$ cat src/rtl/core/g711_companding_codec_assert.svh
// Assertion macros shared by the companding codec RTL.
// Each macro expects a clock named i_clk and an active-low reset i_rst_n in scope.
`ifndef G711_COMPANDING_CODEC_ASSERT_SVH
`define G711_COMPANDING_CODEC_ASSERT_SVH

// Same-cycle implication, disabled while reset is asserted.
`define G711C_ASSERT_NOW(label, ante, cons, msg) \
    label: assert property (@(posedge i_clk) disable iff (!i_rst_n) (ante) |-> (cons)) \
        else $error(msg);

// Next-cycle implication, disabled while reset is asserted.
`define G711C_ASSERT_NEXT(label, ante, cons, msg) \
    label: assert property (@(posedge i_clk) disable iff (!i_rst_n) (ante) |=> (cons)) \
        else $error(msg);

`endif

$ cat src/rtl/core/g711c_pkg.sv
// Shared types, constants and helper functions for the G.711 companding codec.
// No dependencies; imported by g711c_datapath, g711_companding_codec and the testbench.
`default_nettype none

package g711c_pkg;

    // Register file geometry.
    localparam int CfgAddrW = 4;
    localparam int CfgDataW = 32;

    // Register indexes, taken from paddr[3:2].
    typedef enum logic [1:0] {
        REG_LAW_SELECT       = 2'd0,
        REG_MU_BIAS          = 2'd1,
        REG_MU_MAX_MAGNITUDE = 2'd2
    } t_reg_idx;

    // Law codes.
    localparam logic LAW_A  = 1'b0;
    localparam logic LAW_MU = 1'b1;

    // Action codes.
    localparam logic ACT_COMPRESS = 1'b0;
    localparam logic ACT_EXPAND   = 1'b1;

    // Reset values of the configuration registers.
    localparam logic [7:0]  MU_BIAS_RESET = 8'd33;
    localparam logic [12:0] MU_MAX_RESET  = 13'd8191;

    // Configuration seen by the datapath.
    typedef struct packed {
        logic        law_select;
        logic [7:0]  mu_bias;
        logic [12:0] mu_max_magnitude;
    } t_cfg;

    // Position of the leading one of a 13-bit value (0 when the value is 0).
    function automatic logic [3:0] lead_pos(input logic [12:0] v);
        logic [3:0] p;
        p = 4'd0;
        for (int i = 0; i < 13; i++) begin
            if (v[i]) begin
                p = 4'(i);
            end
        end
        return p;
    endfunction

endpackage

`default_nettype wire

$ cat src/rtl/core/g711_companding_codec.sv
// Top level of the G.711 A-law / mu-law companding codec.
// Depends on g711c_pkg, g711c_datapath and g711_companding_codec_assert.svh.
//
// Usage:
//   Input channel (i_in_valid / o_in_stall) carries one transaction per sample:
//   i_action selects compress (i_pcm_sample to o_code_out) or expand
//   (i_code_byte to o_pcm_out). The unused result field reads zero.
//   Output channel (o_out_valid / i_out_stall) carries one result transaction
//   per accepted input, in order.
//   The APB port sets law_select (0x0), mu_bias (0x4) and mu_max_magnitude (0x8);
//   write it only while no transaction is in flight.
//   An accepted sample is registered in the input stage and then in the result
//   stage, which presents it on the output. Throughput is one transaction per
//   cycle while the receiver does not stall, since the compress/expand logic
//   between the input register and the result register is combinational.
//   Reset (synchronous, active low) empties both stages and restores A-law,
//   bias 33 and clamp 8191. When the receiver stalls, the result holds and
//   the input stage keeps accepting until it is full too; from then on
//   o_in_stall follows i_out_stall in the same cycle.
`default_nettype none

module g711_companding_codec
    import g711c_pkg::*;
(
    input  wire logic                 i_clk,
    input  wire logic                 i_rst_n,

    // Configuration port.
    input  wire logic                 psel,
    input  wire logic                 penable,
    input  wire logic                 pwrite,
    input  wire logic [CfgAddrW-1:0]  paddr,
    input  wire logic [CfgDataW-1:0]  pwdata,
    output logic [CfgDataW-1:0]       prdata,
    output logic                      pready,

    // Input channel.
    input  wire logic                 i_in_valid,
    output logic                      o_in_stall,
    input  wire logic                 i_action,
    input  wire logic signed [15:0]   i_pcm_sample,
    input  wire logic [7:0]           i_code_byte,

    // Output channel.
    output logic                      o_out_valid,
    input  wire logic                 i_out_stall,
    output logic [7:0]                o_code_out,
    output logic signed [13:0]        o_pcm_out
);

    // Configuration registers.
    t_cfg        r_cfg;
    logic        cfg_wr;
    t_reg_idx    cfg_idx;

    // Input stage.
    logic               r_s1_valid;
    logic               r_s1_action;
    logic signed [15:0] r_s1_pcm;
    logic [7:0]         r_s1_code;

    // Result stage.
    logic               r_out_valid;
    logic [7:0]         r_code_out;
    logic signed [13:0] r_pcm_out;

    logic               in_accept;
    logic               s2_adv;
    logic [7:0]         n_code_out;
    logic signed [13:0] n_pcm_out;

    // Register write decode.
    assign pready  = 1'b1;
    assign cfg_wr  = psel && penable && pwrite;
    assign cfg_idx = t_reg_idx'(paddr[3:2]);

    // Configuration write; unknown indexes are ignored.
    always_ff @(posedge i_clk) begin
        if (!i_rst_n) begin
            r_cfg.law_select       <= LAW_A;
            r_cfg.mu_bias          <= MU_BIAS_RESET;
            r_cfg.mu_max_magnitude <= MU_MAX_RESET;
        end else if (cfg_wr) begin
            case (cfg_idx)
                REG_LAW_SELECT:       r_cfg.law_select       <= pwdata[0];
                REG_MU_BIAS:          r_cfg.mu_bias          <= pwdata[7:0];
                REG_MU_MAX_MAGNITUDE: r_cfg.mu_max_magnitude <= pwdata[12:0];
                default: begin
                end
            endcase
        end
    end

    // Register read-back.
    always_comb begin
        case (cfg_idx)
            REG_LAW_SELECT:       prdata = CfgDataW'(r_cfg.law_select);
            REG_MU_BIAS:          prdata = CfgDataW'(r_cfg.mu_bias);
            REG_MU_MAX_MAGNITUDE: prdata = CfgDataW'(r_cfg.mu_max_magnitude);
            default:              prdata = '0;
        endcase
    end

    // Flow control: the result stage moves when empty or not stalled,
    // the input stage takes a transaction when empty or moving on.
    assign s2_adv     = !r_out_valid || !i_out_stall;
    assign o_in_stall = r_s1_valid && !s2_adv;
    assign in_accept  = i_in_valid && !o_in_stall;

    // Input stage valid.
    always_ff @(posedge i_clk) begin
        if (!i_rst_n) begin
            r_s1_valid <= 1'b0;
        end else if (!o_in_stall) begin
            r_s1_valid <= i_in_valid;
        end
    end

    // Input stage payload.
    always_ff @(posedge i_clk) begin
        if (in_accept) begin
            r_s1_action <= i_action;
            r_s1_pcm    <= i_pcm_sample;
            r_s1_code   <= i_code_byte;
        end
    end

    // Compress/expand logic between the two stages.
    g711c_datapath u_datapath (
        .i_cfg        (r_cfg),
        .i_action     (r_s1_action),
        .i_pcm_sample (r_s1_pcm),
        .i_code_byte  (r_s1_code),
        .o_code_out   (n_code_out),
        .o_pcm_out    (n_pcm_out)
    );

    // Result stage valid.
    always_ff @(posedge i_clk) begin
        if (!i_rst_n) begin
            r_out_valid <= 1'b0;
        end else if (s2_adv) begin
            r_out_valid <= r_s1_valid;
        end
    end

    // Result stage payload.
    always_ff @(posedge i_clk) begin
        if (s2_adv && r_s1_valid) begin
            r_code_out <= n_code_out;
            r_pcm_out  <= n_pcm_out;
        end
    end

    assign o_out_valid = r_out_valid;
    assign o_code_out  = r_code_out;
    assign o_pcm_out   = r_pcm_out;

    // Checks on the pipeline and the result fields.
    `include "g711_companding_codec_assert.svh"

    `G711C_ASSERT_NEXT(a_accept_fills_s1, in_accept, r_s1_valid, "accepted transaction lost at input stage")
    `G711C_ASSERT_NEXT(a_s1_to_empty_out, r_s1_valid && !r_out_valid, r_out_valid, "input stage did not move into empty result stage")
    `G711C_ASSERT_NOW(a_one_field_used, r_out_valid, (r_pcm_out == 14'sd0) || (r_code_out == 8'd0), "both result fields nonzero")
    `G711C_ASSERT_NOW(a_pcm_range, r_out_valid, (r_pcm_out <= 14'sd8064) && (r_pcm_out >= -14'sd8064), "expanded sample out of range")

endmodule

`default_nettype wire

$ cat src/rtl/core/g711c_datapath.sv
// Combinational compress/expand datapath for one sample of the G.711 codec.
// Depends on g711c_pkg for the configuration struct and the leading-one search.
`default_nettype none

module g711c_datapath
    import g711c_pkg::*;
(
    input  var t_cfg               i_cfg,
    input  wire logic              i_action,
    input  wire logic signed [15:0] i_pcm_sample,
    input  wire logic [7:0]        i_code_byte,
    output logic [7:0]             o_code_out,
    output logic signed [13:0]     o_pcm_out
);

    // Sign and magnitude of the linear sample.
    logic        neg;
    logic        sign_bit;
    logic [15:0] mag;

    // A-law compression.
    logic        a_sat;
    logic [12:0] a_mag;
    logic [3:0]  a_lead;
    logic [2:0]  a_seg;
    logic [3:0]  a_nib;
    logic [2:0]  a_high;
    logic [7:0]  a_code;

    // Mu-law compression.
    logic [16:0] mu_sum;
    logic [12:0] mu_mag;
    logic [3:0]  mu_lead;
    logic [3:0]  mu_seg;
    logic [3:0]  mu_nib;
    logic [2:0]  mu_high;
    logic [7:0]  mu_code;

    // Expansion.
    logic [2:0]  a_ex;
    logic [3:0]  a_man;
    logic [12:0] a_exp;
    logic [7:0]  mu_inv;
    logic [12:0] mu_exp;
    logic [12:0] exp_mag;
    logic [13:0] exp_pcm;

    // The most negative sample gives 0x8000, which still fits as an unsigned magnitude.
    always_comb begin
        neg      = i_pcm_sample[15];
        sign_bit = ~neg;
        mag      = neg ? (16'd0 - i_pcm_sample) : i_pcm_sample;
    end

    // A-law: saturate large magnitudes, else segment from the leading one.
    always_comb begin
        a_sat  = |mag[15:12];
        a_mag  = {1'b0, mag[11:0]};
        a_lead = lead_pos(a_mag);
        a_seg  = (a_mag < 13'd64) ? 3'd1 : 3'(a_lead - 4'd4);
        a_nib  = 4'(a_mag >> a_seg);
        a_high = (a_mag >= 13'd32) ? a_seg : 3'd0;
        a_code = a_sat ? {sign_bit, 7'h7F} : {sign_bit, a_high, a_nib};
    end

    // Mu-law: add the bias, clamp, segment and invert the low seven bits.
    always_comb begin
        mu_sum  = 17'(mag) + 17'(i_cfg.mu_bias);
        mu_mag  = (mu_sum > 17'(i_cfg.mu_max_magnitude)) ? i_cfg.mu_max_magnitude
                                                         : mu_sum[12:0];
        mu_lead = lead_pos(mu_mag);
        mu_seg  = (mu_mag < 13'd64) ? 4'd1 : (mu_lead - 4'd4);
        mu_nib  = 4'(mu_mag >> mu_seg);
        mu_high = 3'(mu_seg - 4'd1);
        mu_code = {sign_bit, ~{mu_high, mu_nib}};
    end

    // Expansion: rebuild the magnitude from exponent and mantissa, then apply the sign.
    always_comb begin
        a_ex    = i_code_byte[6:4];
        a_man   = i_code_byte[3:0];
        a_exp   = (a_ex == 3'd0) ? 13'({a_man, 1'b1})
                                 : (13'({1'b1, a_man, 1'b1}) << (a_ex - 3'd1));
        mu_inv  = ~i_code_byte;
        mu_exp  = 13'({1'b1, mu_inv[3:0], 1'b1}) << mu_inv[6:4];
        exp_mag = (i_cfg.law_select == LAW_MU) ? mu_exp : a_exp;
        exp_pcm = i_code_byte[7] ? {1'b0, exp_mag} : (14'd0 - {1'b0, exp_mag});
    end

    // The field that does not belong to the requested action is zero.
    always_comb begin
        if (i_action == ACT_EXPAND) begin
            o_code_out = 8'd0;
            o_pcm_out  = exp_pcm;
        end else begin
            o_code_out = (i_cfg.law_select == LAW_MU) ? mu_code : a_code;
            o_pcm_out  = 14'sd0;
        end
    end

endmodule

`default_nettype wire

$ cat config.mk
export PLATFORM = sky130hd
export DESIGN_NAME = g711_companding_codec
export DESIGN_NICKNAME = d
export VERILOG_FILES = /design/src/rtl/core/g711c_pkg.sv /design/src/rtl/core/g711_companding_codec.sv /design/src/rtl/core/g711c_datapath.sv
export VERILOG_INCLUDE_DIRS = /design/src /design/src/rtl/core
export SDC_FILE = /design/constraint.sdc
export NUM_CORES = 1
export LEC_CHECK = 0
export ABC_CLOCK_PERIOD_IN_PS = 6200
export BUFFER_PORTS_ARGS = -buffer_cell sky130_fd_sc_hd__buf_2
export CAP_MARGIN = 20
export CORE_MARGIN = 3
export CORE_UTILIZATION = 52
export CTS_BUF_LIST = sky130_fd_sc_hd__clkbuf_4 sky130_fd_sc_hd__clkbuf_8
export CTS_CLUSTER_SIZE = 24
export DETAILED_ROUTE_END_ITERATION = 10
export GPL_TIMING_DRIVEN = 1
export PLACE_DENSITY = 0.85
export SLEW_MARGIN = 20
export SYNTH_ARGS = -nofsm -noshare
export SYNTH_HDL_FRONTEND = slang
export SYNTH_SLANG_ARGS = --single-unit
$ cat constraint.sdc
create_clock -name i_clk -period 6.2 [get_ports i_clk]
set_clock_uncertainty 0.05 [all_clocks]
set_input_delay 0.31 -clock i_clk [delete_from_list [all_inputs] [get_ports i_clk]]
set_output_delay 0.31 -clock i_clk [all_outputs]
set_load 0.02 [all_outputs]
Word level (Yosys, flattened, before mapping)
Index checks and enable logic that the tools add are counted.
W data, S select, Z words.
{ "op_classes": {"n_bitwise": 4, "reduce_logical": 17, "n_addsub": 7, "shift": 4, "mux": 34, "eq_ne": 2, "order_cmp": 4} }
{ "ops": {"columns": ["operator", "n"], "rows": [
  ["$mux W13", 4],
  ["$mux W3", 15],
  ["$pmux W13 S3", 1],
  ["$shl A6 B3 Y13", 2],
  ["$mux W4", 6],
  ["$add A16 B8 Y17", 1],
  ["$gt A17 B13 Y1", 1],
  ["$mux W16", 1],
  ["$sub A1 B16 Y16 const A", 1],
  ["$mux W7", 2],
  ["$not A7 Y7", 2],
  ["$sub A1 B13 Y14 const A", 1],
  ["$lt A13 B7 Y1 const B", 1],
  ["$shr A13 B4 Y4", 1],
  ["$ge A12 B6 Y1 const B", 1],
  ["$lt A12 B7 Y1 const B", 1],
  ["$shr A12 B3 Y4", 1],
  ["$mux W2", 3],
  ["$reduce_and A2 Y1", 3],
  ["$sub A3 B1 Y3 const B", 2],
  ["$logic_and A1 B1 Y1", 5],
  ["$logic_not A1 Y1", 4],
  ["$reduce_or A4 Y1", 1],
  ["$sub A4 B3 Y4 const B", 1],
  ["9 further kinds", 11]
]} }
{ "word_totals": {"regBits": 71, "word_cells": 83} }

Longest topological paths before layout
{ "logic_depth": {"ltp_word": 22, "ltp_mapped": 28, "mapped_depth_nobuf": 25} }

Cells and area by module
From an unflattened synthesis, not the netlist that was laid out.
{ "unflattened": {"hier_cells": 748, "hier_area_um2": 6259.8} }
{ "by_module_without_submodules": {"columns": ["mod", "n_inst", "cells_each", "area_per_inst_um2", "seq_area_each_um2"], "rows": [
  ["g711c_datapath", 1, 554, 3584.7, 0.0],
  ["g711_companding_codec", 1, 194, 2675.1, 1891.8]
]} }

Least setup slack after synthesis
OpenSTA, ideal clock, no wires.
{ "synth_timing": {"path_kind": "register to register", "start": "reg r_s1_pcm[0]", "end": "reg r_code_out[6], in the netlist o_code_out[6], data pin", "setup_slack_ns": 0.214, "setup_ns": 0.180, "period_less_slack_ns": 5.986, "stages_incl_launch_ff": 25, "arrival_time_ns": 5.756, "path_buffers": 1, "cell_sequence": "edfxtp_1 > inv_1 > ha_1 > or4b_1 > buf_6 > o21ai_0 > xor2_1 > inv_1 > ha_1 > and3_1 > a221oi_1 > nor4_1 > xnor2_1 > ha_1 > a21oi_1 > o21ai_0 > nand2b_1 > o31ai_1 > o21ai_0 > a21oi_2 > mux2i_2 > o311ai_4 > ha_1 > xnor2_1 > a221oi_1"} }
{ "synth_via": {"elab_chain_cells": 22} }
{ "synth_rtl": {"columns": ["item", "line_no", "rtl"], "rows": [
  ["from (decl)", "g711_companding_codec.sv:59", "logic signed [15:0] r_s1_pcm;"],
  ["from (signal assigned)", "g711_companding_codec.sv:123", "r_s1_pcm <= i_pcm_sample;"],
  ["$sub A1 B16 Y16", "g711c_datapath.sv:52", "mag = neg ? (16'd0 - i_pcm_sample) : i_pcm_sample;"],
  ["$mux W16 (*)", "g711c_datapath.sv:52", null],
  ["$add A16 B8 Y17", "g711c_datapath.sv:68", "mu_sum = 17'(mag) + 17'(i_cfg.mu_bias);"],
  ["$gt A17 B13 Y1", "g711c_datapath.sv:69", "mu_mag = (mu_sum > 17'(i_cfg.mu_max_magnitude)) ? i_cfg.mu_max_magnitude"],
  ["$mux W13", "g711c_datapath.sv:69", null],
  ["$mux W1", "g711c_pkg.sv:42", "if (v[i]) begin"],
  ["$mux W2 (2 in series)", "g711c_pkg.sv:42", null],
  ["$mux W3 (4 in series)", "g711c_pkg.sv:42", null],
  ["$mux W4 (5 in series)", "g711c_pkg.sv:42", null],
  ["$sub A4 B3 Y4", "g711c_datapath.sv:72", "mu_seg = (mu_mag < 13'd64) ? 4'd1 : (mu_lead - 4'd4);"],
  ["$mux W4", "g711c_datapath.sv:72", null],
  ["$sub A3 B1 Y3", "g711c_datapath.sv:74", "mu_high = 3'(mu_seg - 4'd1);"],
  ["$not A7 Y7", "g711c_datapath.sv:75", "mu_code = {sign_bit, ~{mu_high, mu_nib}};"],
  ["$mux W7 (*)", "g711c_datapath.sv:96", "o_code_out = (i_cfg.law_select == LAW_MU) ? mu_code : a_code;"],
  ["to (signal assigned)", "g711_companding_codec.sv:150", "r_code_out <= n_code_out;"],
  ["to (decl)", "g711_companding_codec.sv:64", "logic [7:0] r_code_out;"]
]} }
Every way passes the cells marked *; elsewhere a longest branch is shown, timed or not.
A chain may end at the register's enable or synchronous reset.

Worst setup path after layout
{ "layout_timing": {"start": "reg r_s1_pcm[0]", "end": "reg r_code_out[0], in the netlist o_code_out[0], data pin"} }
{ "layout_via": {"elab_chain_cells": 22} }
{ "layout_rtl": {"columns": ["item", "line_no", "rtl"], "rows": [
  ["$sub A1 B16 Y16", "g711c_datapath.sv:52", null],
  ["$mux W16 (*)", "g711c_datapath.sv:52", null],
  ["$add A16 B8 Y17", "g711c_datapath.sv:68", null],
  ["$gt A17 B13 Y1", "g711c_datapath.sv:69", null],
  ["$mux W13", "g711c_datapath.sv:69", null],
  ["$mux W1", "g711c_pkg.sv:42", null],
  ["$mux W2 (2 in series)", "g711c_pkg.sv:42", null],
  ["$mux W3 (4 in series)", "g711c_pkg.sv:42", null],
  ["$mux W4 (5 in series)", "g711c_pkg.sv:42", null],
  ["$sub A4 B3 Y4", "g711c_datapath.sv:72", null],
  ["$mux W4", "g711c_datapath.sv:72", null],
  ["$shr A13 B4 Y4", "g711c_datapath.sv:73", "mu_nib = 4'(mu_mag >> mu_seg);"],
  ["$not A7 Y7", "g711c_datapath.sv:75", null],
  ["$mux W7 (*)", "g711c_datapath.sv:96", null]
]} }
Marks and branches as above.

==> flow_metrics.env <==
export IMPL_status="finished, final reports clean"
export IMPL_io_buffers=83
export IMPL_fin_ws_ps=405
export IMPL_yosysWarnings=0
export IMPL_remaining_drc_errors=0
export IMPL_ctsHoldBuffers=0
export IMPL_clk_path_buf_depth=2
export IMPL_cp_arrival_ps=5910
export IMPL_vdd_ir_drop_max_mv=0.129
export IMPL_place_area_mm2=0.00676
export IMPL_wirelength_um=15100
export IMPL_die_h_um=116
export IMPL_finalNonFillerCells=950
export IMPL_critPathCaptureType="flop"
export IMPL_path_class="reg2reg"
export IMPL_setup_violations=0
export IMPL_yosys_cell_types_count=87
export IMPL_pwr_density_cell_mw_per_mm2=193
export IMPL_p_total_mw=1.36
export IMPL_numCtsBuffers=9
export IMPL_antenna_found_initial=0
export IMPL_cp_required_ps=6310
export IMPL_synth_largest_area_cell="edfxtp_1"
export IMPL_nNetsFinal=901
export IMPL_dieArea_mm2=0.0133
export IMPL_period_needed_ps=5800
export IMPL_fp_row_count=39
export IMPL_hp_class="in2reg"
export IMPL_dp_cells=929
export IMPL_overflow=0
export IMPL_cts_htree_levels=3
export IMPL_place_congestion=1.01
export IMPL_dr_pass1_iters=5
export IMPL_grt_pass1_vias=5047
export IMPL_syn_to_final_growth_pct=13.0
export IMPL_design_core_area_mm2=0.0116
export IMPL_place_ws_ps=-11.4
export IMPL_slew_violations=0
export IMPL_ioPinCount=125
export IMPL_ant_nets=0
export IMPL_synthTopCellsByArea="edfxtp_1 23%, dfxtp_1 7.7%, ha_1 6.0%, mux2i_1 5.9%, a21oi_1 3.6%"
export IMPL_rrSetupSlack_ps=400
export IMPL_fp_dieW_um=116
export IMPL_syn_area_per_cell_um2=8.65
export IMPL_rsz0062_at_grt="false"
export IMPL_vias_per_cell=6.05
export IMPL_yosys_most_used_dff="edfxtp_1"
export IMPL_syn_area_mm2=0.00624
export IMPL_grt_use_total_pct=22.5
export IMPL_grt_pass1_wl_um=24500
export IMPL_antenna_cells=0
export IMPL_register_area_mm2=0.00189
export IMPL_tightest_slew_ps=880
export IMPL_drt_iter0_markers=509
export IMPL_max_clock_freq_ghz=0.173
export IMPL_maxSlewHeadroom_pct=41.2
export IMPL_cap_violations=0
export IMPL_min_period_over_period_pct=93.5
export IMPL_grt_max_degree=27
export IMPL_synthArstFlopShare_pct=0
export IMPL_multi_input_area_mm2=0.00404
export IMPL_layout_drive_gt1_share_pct=20.3
export IMPL_start_util_pct=53.9
export IMPL_wire_per_inst_um=15.9
export IMPL_clk_insertion_delay_late_ps=350
export IMPL_synth_edf_count=47
export IMPL_synthCells=721
export IMPL_vias=5751
export IMPL_nFillCells=1001
export IMPL_clkTransAtPathRegs_ps=70
export IMPL_crit_fanout=14
export IMPL_synth_top_area_share_pct=22.6
export IMPL_clock_sinks=71
export IMPL_hpwl_um=11500
export IMPL_cts_tree="yes"
export IMPL_synth_seq_area_share_pct=30.3
export IMPL_p_leak_nw=2.96
export IMPL_critical_path_startpoint_type="flop"
export IMPL_post_route_util_pct=60.9
export IMPL_root_buffer="clkbuf_8"
export IMPL_final_cell_area_mm2=0.00705
export IMPL_hold_viol_final=0
export IMPL_synth_seq_cells=71
## per-stage QoR
step / TNS (ps) / hold slack (ps)
2_1_floorplan: 0 / 359
3_3_place_gp: 0 / 425
3_5_place_dp: -11.4 / 438
4_1_cts: 0 / 72.9
5_1_grt: 0 / 63.1
6_report: 0 / 88.0
## flip-flops by register name, indices dropped and copies added (netlist names)
signal / cells
r_s1_action: 1
o_out_valid: 1
o_code_out: 8
r_s1_valid: 1
r_s1_pcm: 16
r_s1_code: 8
o_pcm_out: 14
r_cfg: 22
## cell type report
class | instances | area share [%]
clock buffer | 9 | 1.76
sequential | 71 | 26.8
inverter | 38 | 2.02
timing repair buffer | 109 | 8.66
multi-input combinational | 573 | 57.3
clock inverter | 7 | 0.906
tap | 143 | 2.54
## Yosys cell counts (all sizes together), types with 7 or more instances
cell    instances
clkbuf         27
nand2b         13
mux2i          38
xnor2          10
o211ai         18
o21ai          37
nor3           18
and2           18
a21oi          46
or3            15
ha             30
buf            30
a21o            7
nor2b          15
edfxtp         47
a22o           10
nand3          13
o31ai          10
xor2           18
nor2           50
a211oi          8
dfxtp          24
a31oi          13
inv            38
and3           11
nand2          55
## worst max-delay path, cell delays in order, from the launching register on
cell	delay (ps)
edfxtp_1	380
inv_1	100
ha_2	260
or4b_1	470
o21ai_1	160
xor2_1	240
inv_1	170
ha_4	330
and3_1	220
o21ai_1	150
and2_1	200
or3_1	320
xor2_1	180
ha_1	310
nand2_1	50
o21ai_1	150
nand2b_1	140
o31ai_1	80
o21ai_2	210
a21o_1	150
buf_4	210
nor2_1	50
a21oi_1	410
nor3_1	80
or3_1	350
a31oi_1	210
## cells by family (layout without fill, tap and decap cells)
kind of cell,count (synthesis),in the layout,share of synthesized area (%)
compound gates,210,210,24.7
xor+xnor,28,28,4.17
fa+ha+maj,31,31,6.34
buf+inv,95,163,7.30
flops,71,71,30.3
mux,40,40,6.52
other cells,2,20,0.120
simple gates,244,244,20.6
## per-layer routing
metal | vias up | share of wire (%) | GRT usage, %
li1 | 2811 | - | -
met4 | 0 | 2.1 | 8.29
met5 | - | 0 | 0
met1 | 2644 | 45 | 32.0
met2 | 260 | 45 | 34.2
met3 | 36 | 7.9 | 4.28
## path summary, 6_finish.rpt
path | from | to | cells past startpoint
worst max-delay path | r_s1_pcm[0] | o_code_out[0] | 25
worst min-delay path | i_code_byte[2] | r_s1_code[2] | 1
worst min register to register | r_s1_valid | o_out_valid | 2
worst max register to register | r_s1_pcm[0] | o_code_out[0] | 25
## power breakdown
part / switching (mW) / total (mW) / internal [mW]
clock network: 0.173 / 0.355 / 0.182
logic: 0.269 / 0.446 / 0.177
registers: 0.0255 / 0.557 / 0.531
total: 0.467 / 1.36 / 0.891
## repair_timing
item / CTS / global route
resized for setup: 0 / 14
endpoints found under the setup margin: 1 / 7
pin swaps: 0 / 4
setup buffers: 1 / 4
## placed cells by master, fill, tap and decap left out, types with 17 or more instances in the layout
cell type	n
conb_1	20
buf_4	26
dfxtp_1	24
buf_2	83
ha_1	27
nor3_1	17
edfxtp_1	47
and2_1	17
nand2_1	55
nor2_1	50
o211ai_1	18
mux2i_1	37
inv_1	38
a21oi_1	45
o21ai_0	31
Power figures use the tool's default switching activity.
